### src/rtl/core/dsut_pkg.sv
// Shared types and codes for the dedup set union table.
// No dependencies; used by dsut_seq and dedup_set_union_table_unit.
package dsut_pkg;

    // Word widths on the stream and configuration ports
    localparam int IN_DATA_W  = 56;   // action + node_key, padded to bytes
    localparam int OUT_DATA_W = 16;   // status + slot_index + entry_total
    localparam int CFG_W      = 7;    // capacity_limit
    localparam int NODE_KEY_W = 48;
    localparam int SLOT_W     = 6;
    localparam int TOTAL_W    = 7;

    localparam logic [CFG_W-1:0] CAP_RESET = 7'd64;

    // Action codes
    localparam logic [1:0] ACT_CLEAR = 2'd0;
    localparam logic [1:0] ACT_ADD   = 2'd1;
    localparam logic [1:0] ACT_FIND  = 2'd2;

    // Result status codes
    typedef enum logic [2:0] {
        ST_ADDED   = 3'd0,
        ST_DUP     = 3'd1,
        ST_NOROOM  = 3'd2,
        ST_FOUND   = 3'd3,
        ST_MISSING = 3'd4,
        ST_CLEARED = 3'd5
    } status_t;

    // Result handed from the sequencer to the output register
    typedef struct packed {
        logic [TOTAL_W-1:0] total;
        logic [SLOT_W-1:0]  slot;
        status_t            status;
    } result_t;

endpackage

### src/rtl/core/dedup_set_union_table_unit.sv
// Top level of the dedup set union table: stream ports, capacity register,
// output register. Depends on dsut_pkg, dsut_seq and dsut_ram.
//
// Usage:
//   s_ channel carries one command word: clear, add a key to the current
//   batch (s_tlast marks the batch's last add) or find a key. Every clear,
//   add and find gives exactly one m_ word; action 3 is consumed silently.
//   cfg_ channel writes capacity_limit (always ready); write it while idle.
// Scan:
//   A find scans entry_count stored keys, an add scans the entries present
//   when its batch opened, one key per cycle through the single RAM read
//   port and one comparator; the scan stops at the first match (at most
//   SET_DEPTH keys). A clear or an add of a failed batch skips the scan.
//   s_tready is high only while the sequencer is idle, so a new word is not
//   taken before the previous result has passed to the output register.
// Reset: aresetn (synchronous) empties the set, closes any batch and sets
//   capacity_limit to 64. Key RAM contents are not cleared; no clearing pass.
// Stall: a result waits in the output register; the next word can be
//   accepted meanwhile, and its result is held until m_tready frees the slot.
module dedup_set_union_table_unit #(
    parameter int SET_DEPTH = 64,
    parameter int KEY_BITS  = 48
) (
    input  logic                              aclk,
    input  logic                              aresetn,
    // input words
    input  logic                              s_tvalid,
    output logic                              s_tready,
    input  logic [dsut_pkg::IN_DATA_W-1:0]    s_tdata,   // action[1:0], node_key[49:2]
    input  logic                              s_tlast,   // end_of_batch
    // result words
    output logic                              m_tvalid,
    input  logic                              m_tready,
    output logic [dsut_pkg::OUT_DATA_W-1:0]   m_tdata,   // status[2:0], slot_index[8:3],
                                                         // entry_total[15:9]
    // configuration
    input  logic                              cfg_valid,
    output logic                              cfg_ready,
    input  logic [dsut_pkg::CFG_W-1:0]        cfg_data   // capacity_limit
);

    localparam int IDX_W = $clog2(SET_DEPTH);

    logic [dsut_pkg::CFG_W-1:0] cap_reg;
    logic [KEY_BITS-1:0]        in_key;
    logic                       res_valid;
    logic                       res_ready;
    dsut_pkg::result_t          res;
    logic                       m_valid_reg;
    dsut_pkg::result_t          m_data_reg;
    logic                       rd_en;
    logic [IDX_W-1:0]           rd_addr;
    logic [KEY_BITS-1:0]        rd_data;
    logic                       wr_en;
    logic [IDX_W-1:0]           wr_addr;
    logic [KEY_BITS-1:0]        wr_data;

    // key field sized to the stored key width
    generate
        if (KEY_BITS <= dsut_pkg::NODE_KEY_W) begin : g_key_trunc
            assign in_key = s_tdata[KEY_BITS+1:2];
        end else begin : g_key_ext
            assign in_key = {{(KEY_BITS - dsut_pkg::NODE_KEY_W){1'b0}}, s_tdata[49:2]};
        end
    endgenerate

    // capacity register
    assign cfg_ready = 1'b1;
    always_ff @(posedge aclk) begin
        if (!aresetn) begin
            cap_reg <= dsut_pkg::CAP_RESET;
        end else if (cfg_valid) begin
            cap_reg <= cfg_data;
        end
    end

    dsut_seq #(
        .SET_DEPTH (SET_DEPTH),
        .KEY_BITS  (KEY_BITS)
    ) u_seq (
        .aclk      (aclk),
        .aresetn   (aresetn),
        .in_valid  (s_tvalid),
        .in_ready  (s_tready),
        .in_action (s_tdata[1:0]),
        .in_key    (in_key),
        .in_last   (s_tlast),
        .cap_limit (cap_reg),
        .res_valid (res_valid),
        .res_ready (res_ready),
        .res       (res),
        .rd_en     (rd_en),
        .rd_addr   (rd_addr),
        .rd_data   (rd_data),
        .wr_en     (wr_en),
        .wr_addr   (wr_addr),
        .wr_data   (wr_data)
    );

    dsut_ram #(
        .WIDTH (KEY_BITS),
        .DEPTH (SET_DEPTH)
    ) u_key_ram (
        .aclk    (aclk),
        .wr_en   (wr_en),
        .wr_addr (wr_addr),
        .wr_data (wr_data),
        .rd_en   (rd_en),
        .rd_addr (rd_addr),
        .rd_data (rd_data)
    );

    // output register
    assign res_ready = !m_valid_reg || m_tready;
    always_ff @(posedge aclk) begin
        if (!aresetn) begin
            m_valid_reg <= 1'b0;
        end else if (res_ready) begin
            m_valid_reg <= res_valid;
        end
    end
    always_ff @(posedge aclk) begin
        if (res_ready && res_valid) begin
            m_data_reg <= res;
        end
    end

    assign m_tvalid = m_valid_reg;
    assign m_tdata  = m_data_reg;

endmodule

### src/rtl/core/dsut_ram.sv
// Generic single-write, single-read RAM with registered read data.
// No dependencies.
module dsut_ram #(
    parameter int WIDTH = 48,
    parameter int DEPTH = 64
) (
    input  logic                     aclk,
    input  logic                     wr_en,
    input  logic [$clog2(DEPTH)-1:0] wr_addr,
    input  logic [WIDTH-1:0]         wr_data,
    input  logic                     rd_en,
    input  logic [$clog2(DEPTH)-1:0] rd_addr,
    output logic [WIDTH-1:0]         rd_data
);

    logic [WIDTH-1:0] mem [DEPTH];
    logic [WIDTH-1:0] rd_data_reg;

    // write port
    always_ff @(posedge aclk) begin
        if (wr_en) begin
            mem[wr_addr] <= wr_data;
        end
    end

    // registered read port
    always_ff @(posedge aclk) begin
        if (rd_en) begin
            rd_data_reg <= mem[rd_addr];
        end
    end

    assign rd_data = rd_data_reg;

endmodule

### src/rtl/core/dsut_seq.sv
// Sequencer for the dedup set union table: batch state, entry count and the
// one-key-per-cycle scan/compare unit over the key RAM.
// Depends on dsut_pkg.
module dsut_seq #(
    parameter int SET_DEPTH = 64,
    parameter int KEY_BITS  = 48
) (
    input  logic                         aclk,
    input  logic                         aresetn,
    // incoming item
    input  logic                         in_valid,
    output logic                         in_ready,
    input  logic [1:0]                   in_action,
    input  logic [KEY_BITS-1:0]          in_key,
    input  logic                         in_last,
    input  logic [dsut_pkg::CFG_W-1:0]   cap_limit,
    // result toward the output register
    output logic                         res_valid,
    input  logic                         res_ready,
    output dsut_pkg::result_t            res,
    // key RAM
    output logic                         rd_en,
    output logic [$clog2(SET_DEPTH)-1:0] rd_addr,
    input  logic [KEY_BITS-1:0]          rd_data,
    output logic                         wr_en,
    output logic [$clog2(SET_DEPTH)-1:0] wr_addr,
    output logic [KEY_BITS-1:0]          wr_data
);

    localparam int IDX_W = $clog2(SET_DEPTH);
    localparam int CNT_W = $clog2(SET_DEPTH + 1);
    localparam int CMP_W = (CNT_W > dsut_pkg::CFG_W) ? CNT_W : dsut_pkg::CFG_W;

    typedef enum logic [3:0] {
        S_IDLE   = 4'b0001,
        S_SCAN   = 4'b0010,
        S_DECIDE = 4'b0100,
        S_DONE   = 4'b1000
    } state_t;

    state_t              state_reg, state_next;
    logic [CNT_W-1:0]    count_reg, count_next;
    logic [CNT_W-1:0]    base_reg, base_next;
    logic                open_reg, open_next;
    logic                failed_reg, failed_next;
    logic [KEY_BITS-1:0] key_reg, key_next;
    logic                find_reg, find_next;
    logic                last_reg, last_next;
    logic [CNT_W-1:0]    limit_reg, limit_next;
    logic [CNT_W-1:0]    issue_reg, issue_next;
    logic                pend_reg, pend_next;
    logic [IDX_W-1:0]    pend_idx_reg, pend_idx_next;
    logic                hit_reg, hit_next;
    logic [IDX_W-1:0]    hit_idx_reg, hit_idx_next;
    dsut_pkg::status_t   res_status_reg, res_status_next;
    logic [dsut_pkg::SLOT_W-1:0] res_slot_reg, res_slot_next;

    logic                scan_rd;
    logic                hit_now;
    logic [CMP_W-1:0]    cap_eff;
    logic                has_room;
    logic                eff_failed;
    logic [CNT_W-1:0]    eff_base;

    // capacity clamped to the depth, and room check
    always_comb begin
        if (CMP_W'(cap_limit) > CMP_W'(SET_DEPTH)) begin
            cap_eff = CMP_W'(SET_DEPTH);
        end else begin
            cap_eff = CMP_W'(cap_limit);
        end
    end
    assign has_room = CMP_W'(count_reg) < cap_eff;

    // batch view seen by an add arriving now
    assign eff_failed = open_reg ? failed_reg : 1'b0;
    assign eff_base   = open_reg ? base_reg : count_reg;

    // scan unit: one read issued and one compare per cycle
    assign hit_now = pend_reg && (rd_data == key_reg);
    assign scan_rd = (state_reg == S_SCAN) && (issue_reg < limit_reg) && !hit_now;
    assign rd_en   = scan_rd;
    assign rd_addr = issue_reg[IDX_W-1:0];

    // next-state logic
    always_comb begin
        state_next      = state_reg;
        count_next      = count_reg;
        base_next       = base_reg;
        open_next       = open_reg;
        failed_next     = failed_reg;
        key_next        = key_reg;
        find_next       = find_reg;
        last_next       = last_reg;
        limit_next      = limit_reg;
        issue_next      = issue_reg;
        pend_next       = pend_reg;
        pend_idx_next   = pend_idx_reg;
        hit_next        = hit_reg;
        hit_idx_next    = hit_idx_reg;
        res_status_next = res_status_reg;
        res_slot_next   = res_slot_reg;
        wr_en           = 1'b0;
        wr_addr         = count_reg[IDX_W-1:0];
        wr_data         = key_reg;

        case (state_reg)
            S_IDLE: begin
                if (in_valid) begin
                    key_next   = in_key;
                    last_next  = in_last;
                    issue_next = '0;
                    pend_next  = 1'b0;
                    hit_next   = 1'b0;
                    case (in_action)
                        dsut_pkg::ACT_CLEAR: begin
                            count_next      = '0;
                            base_next       = '0;
                            open_next       = 1'b0;
                            failed_next     = 1'b0;
                            res_status_next = dsut_pkg::ST_CLEARED;
                            res_slot_next   = '0;
                            state_next      = S_DONE;
                        end
                        dsut_pkg::ACT_FIND: begin
                            find_next  = 1'b1;
                            limit_next = count_reg;
                            state_next = S_SCAN;
                        end
                        dsut_pkg::ACT_ADD: begin
                            find_next   = 1'b0;
                            open_next   = 1'b1;
                            base_next   = eff_base;
                            failed_next = eff_failed;
                            limit_next  = eff_base;
                            if (eff_failed) begin
                                // rest of a failed batch is dropped
                                res_status_next = dsut_pkg::ST_NOROOM;
                                res_slot_next   = '0;
                                state_next      = S_DONE;
                                if (in_last) begin
                                    open_next   = 1'b0;
                                    failed_next = 1'b0;
                                end
                            end else begin
                                state_next = S_SCAN;
                            end
                        end
                        default: begin
                            // unknown action: consumed, no result
                            state_next = S_IDLE;
                        end
                    endcase
                end
            end
            S_SCAN: begin
                pend_next     = scan_rd;
                pend_idx_next = issue_reg[IDX_W-1:0];
                if (scan_rd) begin
                    issue_next = issue_reg + 1'b1;
                end
                if (hit_now) begin
                    hit_next     = 1'b1;
                    hit_idx_next = pend_idx_reg;
                    pend_next    = 1'b0;
                    state_next   = S_DECIDE;
                end else if (!scan_rd && !pend_reg) begin
                    state_next = S_DECIDE;
                end
            end
            S_DECIDE: begin
                state_next = S_DONE;
                if (find_reg) begin
                    res_status_next = hit_reg ? dsut_pkg::ST_FOUND : dsut_pkg::ST_MISSING;
                    res_slot_next   = hit_reg ? dsut_pkg::SLOT_W'(hit_idx_reg) : '0;
                end else begin
                    if (hit_reg) begin
                        res_status_next = dsut_pkg::ST_DUP;
                        res_slot_next   = dsut_pkg::SLOT_W'(hit_idx_reg);
                    end else if (has_room) begin
                        wr_en           = 1'b1;
                        count_next      = count_reg + 1'b1;
                        res_status_next = dsut_pkg::ST_ADDED;
                        res_slot_next   = dsut_pkg::SLOT_W'(count_reg);
                    end else begin
                        failed_next     = 1'b1;
                        res_status_next = dsut_pkg::ST_NOROOM;
                        res_slot_next   = '0;
                    end
                    if (last_reg) begin
                        open_next   = 1'b0;
                        failed_next = 1'b0;
                    end
                end
            end
            S_DONE: begin
                if (res_ready) begin
                    state_next = S_IDLE;
                end
            end
            default: begin
                state_next = S_IDLE;
            end
        endcase
    end

    // control registers
    always_ff @(posedge aclk) begin
        if (!aresetn) begin
            state_reg  <= S_IDLE;
            count_reg  <= '0;
            base_reg   <= '0;
            open_reg   <= 1'b0;
            failed_reg <= 1'b0;
            pend_reg   <= 1'b0;
            hit_reg    <= 1'b0;
        end else begin
            state_reg  <= state_next;
            count_reg  <= count_next;
            base_reg   <= base_next;
            open_reg   <= open_next;
            failed_reg <= failed_next;
            pend_reg   <= pend_next;
            hit_reg    <= hit_next;
        end
    end

    // payload registers
    always_ff @(posedge aclk) begin
        key_reg        <= key_next;
        find_reg       <= find_next;
        last_reg       <= last_next;
        limit_reg      <= limit_next;
        issue_reg      <= issue_next;
        pend_idx_reg   <= pend_idx_next;
        hit_idx_reg    <= hit_idx_next;
        res_status_reg <= res_status_next;
        res_slot_reg   <= res_slot_next;
    end

    assign in_ready   = (state_reg == S_IDLE);
    assign res_valid  = (state_reg == S_DONE);
    assign res.status = res_status_reg;
    assign res.slot   = res_slot_reg;
    assign res.total  = dsut_pkg::TOTAL_W'(count_reg);

`ifndef NO_ASSERTIONS
    a_count_bound: assert property (@(posedge aclk) disable iff (!aresetn)
        count_reg <= CNT_W'(SET_DEPTH))
        else $error("entry count above set depth");

    a_count_step: assert property (@(posedge aclk) disable iff (!aresetn)
        count_reg != $past(count_reg) |->
            (count_reg == $past(count_reg) + 1'b1) || (count_reg == '0))
        else $error("entry count moved other than by one or clear");

    a_failed_open: assert property (@(posedge aclk) disable iff (!aresetn)
        failed_reg |-> open_reg)
        else $error("failed flag set with no open batch");

    a_scan_limit: assert property (@(posedge aclk) disable iff (!aresetn)
        (state_reg == S_SCAN) |-> (issue_reg <= limit_reg))
        else $error("scan ran past its limit");

    a_write_room: assert property (@(posedge aclk) disable iff (!aresetn)
        wr_en |-> (state_reg == S_DECIDE) && (count_reg < CNT_W'(SET_DEPTH)))
        else $error("key write outside decide or beyond depth");
`endif

endmodule

### config.mk
export PLATFORM = sky130hd
export DESIGN_NAME = dedup_set_union_table_unit
export DESIGN_NICKNAME = d
export VERILOG_FILES = /design/src/rtl/core/dsut_pkg.sv /design/src/rtl/core/dedup_set_union_table_unit.sv /design/src/rtl/core/dsut_ram.sv /design/src/rtl/core/dsut_seq.sv
export SDC_FILE = /design/constraint.sdc
export NUM_CORES = 2
export LEC_CHECK = 0
export BUFFER_PORTS_ARGS = -buffer_cell sky130_fd_sc_hd__buf_4
export CELL_PAD_IN_SITES_DETAIL_PLACEMENT = 0
export CELL_PAD_IN_SITES_GLOBAL_PLACEMENT = 2
export CORE_ASPECT_RATIO = 0.7
export CORE_MARGIN = 8
export CORE_UTILIZATION = 47
export CTS_BUF_LIST = sky130_fd_sc_hd__clkbuf_4 sky130_fd_sc_hd__clkbuf_8 sky130_fd_sc_hd__clkbuf_16
export DETAILED_ROUTE_END_ITERATION = 7
export GPL_TIMING_DRIVEN = 1
export PLACE_DENSITY_LB_ADDON = 0.1
export REMOVE_ABC_BUFFERS = 1
export SETUP_SLACK_MARGIN = 0.4
export SYNTH_ARGS = -nofsm -noshare
export SYNTH_HDL_FRONTEND = slang
export SYNTH_SLANG_ARGS = --single-unit
### constraint.sdc
create_clock -name aclk -period 5.2 [get_ports aclk]
set_input_delay 0.52 -clock aclk [delete_from_list [all_inputs] [get_ports aclk]]
set_output_delay 0.52 -clock aclk [all_outputs]
set_load 0.005 [all_outputs]
* Word level (Yosys, flattened, before mapping)
Memories as Yosys holds them, arrays and structs flattened. A register that Yosys moved wholly into a read port is not among the register bits.
Cells that the tools add are included.
** Operators by class
- Add/subtract/negate cells :: 2
- Multipliers :: 0
- Divide/modulo/power cells :: 0
- Order comparisons :: 3
- Equality and inequality tests :: 21
- Shift operators :: 0
- Multiplexer cells :: 64
- Bitwise operators :: 0
- Reductions and logical operators :: 27
** Operators with widths (number)
- $mux W7 :: 9
- $pmux W7 S2 :: 4
- $eq A48 B48 Y1 :: 1
- $mux W6 :: 6
- $pmux W6 S2 :: 2
- $mux W1 :: 21
- $mux W4 :: 5
- $pmux W4 S4 :: 1
- $mux W3 :: 5
- $reduce_and A3 Y1 :: 5
- $add A7 B1 Y7 const B :: 2
- $lt A7 B7 Y1 :: 2
- $pmux W1 S2 :: 7
- $ne A2 B1 Y1 const B :: 6
- $ne A3 B2 Y1 const B :: 4
- $pmux W3 S2 :: 2
- $pmux W4 S3 :: 1
- $reduce_and A6 Y1 :: 2
- $reduce_bool A2 Y1 :: 4
- $gt A7 B7 Y1 const B :: 1
- $ne A2 B2 Y1 const B :: 3
- $reduce_and A2 Y1 :: 3
- $logic_and A1 B1 Y1 :: 5
- $reduce_and A5 Y1 :: 1
- other kinds (12) :: 15
** Storage, ports and cells
- Bits in registers :: 131
- Bits in latches :: 0
- Bits in writable memories :: 3072
- ROM bits :: 0
- Bits of input ports :: 69
- Output and inout bits :: 19
- Logic and storage cells :: 139
- Memories :: 1
** Memories
- u_key_ram.mem :: words 64, width 48, rd ports 1, clocked after Yosys merged registers in 1, write ports 1, line dsut_ram.sv:16 : logic [WIDTH-1:0] mem [DEPTH];

* Logic depth before layout (Yosys ltp)
- Word-level depth :: 9
- Depth in mapped cells :: 10
- Gate-level depth less buffers :: 9

* Cells and area by module
Synthesis repeated with hierarchy kept, for this count alone.
** Unflattened totals
- Cell total of the unflattened synthesis :: 5662
- Area, all modules :: 124199.1 um^2
** Modules (own cells, without submodules)
- dsut_ram :: times used 1, cells each 5227, area each 118356.0 um^2, seq. area each 93689.9 um^2
- dsut_seq :: times used 1, cells each 390, area each 5044.8 um^2, seq. area each 2992.9 um^2
- dedup_set_union_table_unit :: times used 1, cells each 45, area each 798.3 um^2, seq. area each 640.6 um^2

* Worst setup path after synthesis
No wires, ideal clock.
- Kind :: register to register
- Start :: register cap_reg[6] in the netlist's numbering
- End :: memory u_key_ram.mem[31][0] (enable)
- Setup time :: 0.513 ns
- Arrival :: 4.884 ns
- Data required time :: 4.687 ns
- Slack :: -0.197 ns
- Cell stages (with the launch flop) :: 9
- Buffers on the path :: 1
- Clock period less this slack :: 5.397 ns
- Path through :: dfxtp_1 -> inv_1 -> nand2_1 -> ha_1 -> a21o_1 -> a211oi_2 -> o211ai_1 -> buf_2 -> nor3_1
** Between the ends
- Longest elaborated chain between the ends :: 9
** Ends and longest elaborated chain
- start: declaration :: line dedup_set_union_table_unit.sv:44 : logic [dsut_pkg::CFG_W-1:0] cap_reg;
- start signal: assignment :: line dedup_set_union_table_unit.sv:71 : cap_reg <= dsut_pkg::CAP_RESET;
- start signal: assignment :: line dedup_set_union_table_unit.sv:73 : cap_reg <= cfg_data;
- $gt A7 B7 Y1 :: line dsut_seq.sv:67 : if (CMP_W'(cap_limit) > CMP_W'(SET_DEPTH)) begin
- $mux W7 * :: line dsut_seq.sv:67
- $lt A7 B7 Y1 * :: line dsut_seq.sv:73 : assign has_room = CMP_W'(count_reg) < cap_eff;
- $mux W1 * :: line dsut_seq.sv:180 : end else if (has_room) begin
- $mux W1 * :: line dsut_seq.sv:177 : if (hit_reg) begin
- $mux W1 * :: line dsut_seq.sv:173 : if (find_reg) begin
- $mux W1 * :: line dsut_seq.sv:107 : case (state_reg)
- $mux W1 * :: line dsut_ram.sv:21 : if (wr_en) begin
- $mux W1 (not written as such) * :: line dsut_ram.sv:22 : mem[wr_addr] <= wr_data;
- end: declaration :: line dsut_ram.sv:16
Mark *: on every way between the ends. The rest lies on a longest branch, timed or not.

* Worst setup path in the final report
- Start :: register u_seq.count_reg[1]
- End :: memory u_key_ram.mem[2][5] (enable)
** Between the ends
- Longest elaborated chain between the ends :: 7
** Ends and longest elaborated chain
- start: declaration :: line dsut_seq.sv:42 : logic [CNT_W-1:0] count_reg, count_next;
- start signal: assignment :: line dsut_seq.sv:219 : count_reg <= count_next;
- $lt A7 B7 Y1 :: line dsut_seq.sv:73
- $mux W1 :: line dsut_seq.sv:180
- $mux W1 :: line dsut_seq.sv:177
- $mux W1 :: line dsut_seq.sv:173
- $mux W1 :: line dsut_seq.sv:107
- $mux W1 :: line dsut_ram.sv:21
- $mux W1 (not written as such) :: line dsut_ram.sv:22
Parallel ways exist; a longest one is shown, timed or not.

==> flow_metrics.env <==
export IMPL_initial_core_util=0.4722
export IMPL_drv_slew=0
export IMPL_fp_dieW_um=628.4
export IMPL_grt_pass1_wl_um=459400
export IMPL_synth_distinct_cells=55
export IMPL_total_power_uw=54680
export IMPL_leakagePower_uw=0.04324
export IMPL_min_path_type="in2reg"
export IMPL_area_growth_pct=14.10
export IMPL_yosysTopAreaCell="edfxtp_1"
export IMPL_start_kind="register"
export IMPL_dpl_hpwl_um=172800
export IMPL_fin_tns_setup_ns=0
export IMPL_drt_first_iter_violations=7003
export IMPL_met3_length_um=24220
export IMPL_htreeDepth=5
export IMPL_ff2ff_setup_slack_ns=1.02
export IMPL_pre_cts_ws_ns=1.012
export IMPL_fin_crit_sh=0.8037
export IMPL_syn_area_um2=123400
export IMPL_ys_seq_elements=3251
export IMPL_via_per_inst=6.151
export IMPL_r2r_cells=7
export IMPL_status="complete, no violations"
export IMPL_final_cell_mix="3,221 x edfxtp_1, 960 x mux4_2, 322 x clkbuf_16"
export IMPL_cp_endpoint="u_key_ram.mem[2][5]"
export IMPL_setup_viol=0
export IMPL_mostFrequentLayoutCell="edfxtp_1"
export IMPL_cts_resized=0
export IMPL_dieArea_um2=279400
export IMPL_cts_tree="yes"
export IMPL_drtAntennaViolNets=0
export IMPL_drc=0
export IMPL_synthTopCellsByArea="edfxtp_1 78%, mux4_2 18%, a22oi_1 0.63%"
export IMPL_crit_arrival_ns=4.66
export IMPL_synth_edf_count=3221
export IMPL_postCtsSetupRepairBufs=0
export IMPL_ys_warn_count=0
export IMPL_grtUsageTotal=0.2344
export IMPL_top_layer="met5"
export IMPL_fin_ws_ns=1.021
export IMPL_grt_ovfl_total=0
export IMPL_cts_sinks=3251
export IMPL_clk_path_buf_depth=4
export IMPL_crit_fanout=25
export IMPL_max_slew_margin=0.1964
export IMPL_largest_reg_flops=3072
export IMPL_routedLengthMet1_um=146200
export IMPL_ys_flop_type="edfxtp_1"
export IMPL_max_slew_worst_pin_slew_ns=1.197
export IMPL_ys_seq_area_frac=0.7888
export IMPL_cts_made_buffers=312
export IMPL_antenna_found_initial=19
export IMPL_r2r_start="u_seq.count_reg[1]"
export IMPL_finalCriticalPeriod_ns=4.179
export IMPL_hold_ws_ns=0.1318
export IMPL_met2WireLength_um=154000
export IMPL_grt_max_degree=121
export IMPL_maxCapViolCount=0
export IMPL_io_buffers=80
export IMPL_startpoint="u_seq.count_reg[1]"
export IMPL_cp_required_ns=5.68
export IMPL_fin_skew_ns=0.04067
export IMPL_synthCells=4985
export IMPL_async_flop_share=0
export IMPL_hold_viol_final=0
export IMPL_die_y_um=444.7
export IMPL_wl_per_cell_um=36.26
export IMPL_worstSetupPathType="reg2reg"
export IMPL_first_pass_iters=6
export IMPL_avgSynthCellArea_um2=24.75
export IMPL_detailed_place_area_um2=130400
export IMPL_wl_um=331700
export IMPL_timing_rr_end="u_key_ram.mem[2][5]"
export IMPL_fmax_mhz=239.3
export IMPL_ir_worst_vdd_uv=270.7
export IMPL_layout_drive_gt1_share=0.3252
export IMPL_final_area_um2=140800
export IMPL_rsz0062_at_grt="no"
export IMPL_ctsRootBufferMaster="clkbuf_16"
export IMPL_clk_latency_ns=0.87
export IMPL_core_area_um2=261300
export IMPL_grt_pass1_vias=56760
export IMPL_nNetsFinal=5510
export IMPL_vias=56270
export IMPL_endpoint_kind="register"
export IMPL_routabilityCongestion=0.7376
export IMPL_rows=157
export IMPL_clkTransAtPathRegs_ns=0.06
export IMPL_boundaryPins=88
export IMPL_p_per_area_nw_per_um2=388.4
export IMPL_yosysTopAreaCellShare=0.7840
-- per-stage QoR --
stage | util | cells
floorplan | - | 4725
global placement | 0.4992 | 8540
detailed placement | 0.4992 | 8540
CTS | 0.5388 | 9144
global route | 0.5388 | 9145
finish | 0.5388 | 9148
-- timing repair --
| item | CTS | global route |
|---|---|---|
| endpoints found under the hold margin | 62 | 0 |
| setup endpoints to repair | 0 | 0 |
| hold buffers | 68 | 0 |
-- Yosys cell counts (4+ instances only) --
| library cell | number |
|---|---|
| or3_1 | 7 |
| a22oi_1 | 104 |
| buf_1 | 31 |
| a21oi_1 | 16 |
| nand4b_1 | 4 |
| nand3_1 | 11 |
| nor2_1 | 92 |
| a21o_1 | 5 |
| nand4_1 | 12 |
| buf_4 | 13 |
| nand2_1 | 75 |
| xnor2_1 | 47 |
| ha_1 | 17 |
| mux2_2 | 7 |
| mux2i_1 | 9 |
| mux4_2 | 960 |
| xor2_1 | 4 |
| dfxtp_1 | 30 |
| nand2b_1 | 4 |
| edfxtp_1 | 3221 |
| nor2_2 | 8 |
| o21ai_0 | 12 |
| inv_1 | 19 |
| a32oi_1 | 7 |
| nand3b_1 | 5 |
| a31oi_1 | 4 |
| clkbuf_1 | 139 |
| buf_2 | 66 |
| nor3_1 | 5 |
| buf_6 | 11 |
-- power breakdown --
group          internal, µW  switching (µW)  total, µW
combinational          1500            2130       3630
clock                 12400            9460      21900
sequential            29100            59.0      29200
total                 43000           11600      54700
-- routing by layer --
| layer | vias up | track usage |
|---|---|---|
| li1 | 22540 | - |
| met1 | 31200 | 0.3513 |
| met2 | 2097 | 0.3624 |
| met3 | 426 | 0.04540 |
| met4 | 4 | 0.05134 |
| met5 | - | 0 |
-- how the worst min path moves through the flow --
stage	from	end	slack (ns)	cells after the start
global route	s_tdata[0]	u_seq.state_reg[1]	0.11	4
finish	s_tdata[0]	u_seq.state_reg[1]	0.13	4
detailed placement	u_seq.res_status_reg[2]	m_tdata[2]	0.41	0
floorplan	u_seq.res_status_reg[0]	m_tdata[0]	0.40	0
CTS	s_tdata[0]	u_seq.state_reg[1]	0.06	4
global placement	u_seq.pend_idx_reg[1]	u_seq.hit_idx_reg[1]	0.41	0
-- area by class of cell --
cell class	instances	area, µm²
Fill cell	19720	120500
Sequential cell	3251	97320
Multi-Input combinational cell	1455	25270
Clock buffer	415	8756
Tap cell	3498	4377
Timing Repair Buffer	385	4049
Clock inverter	121	903.4
Inverter	19	75.07
Antenna cell	4	10.01
-- cell families after synthesis --
group | after synthesis | synth area share
other cells | 1 | 0.00003039
flops | 3251 | 0.7888
fa+ha+maj | 17 | 0.001724
simple gates | 245 | 0.009269
compound gates | 165 | 0.009685
buf+inv | 279 | 0.01022
xor+xnor | 51 | 0.003620
mux | 976 | 0.1766
-- critical path, cell delays in order (launching register included) --
cell	delay (ns)
dfxtp_1	0.79
ha_1	0.35
a21o_1	0.16
a211oi_2	0.35
o211ai_1	0.43
or4_1	0.88
nor2_4	0.24
buf_4	0.55
Power figures use the tool's default switching activity.
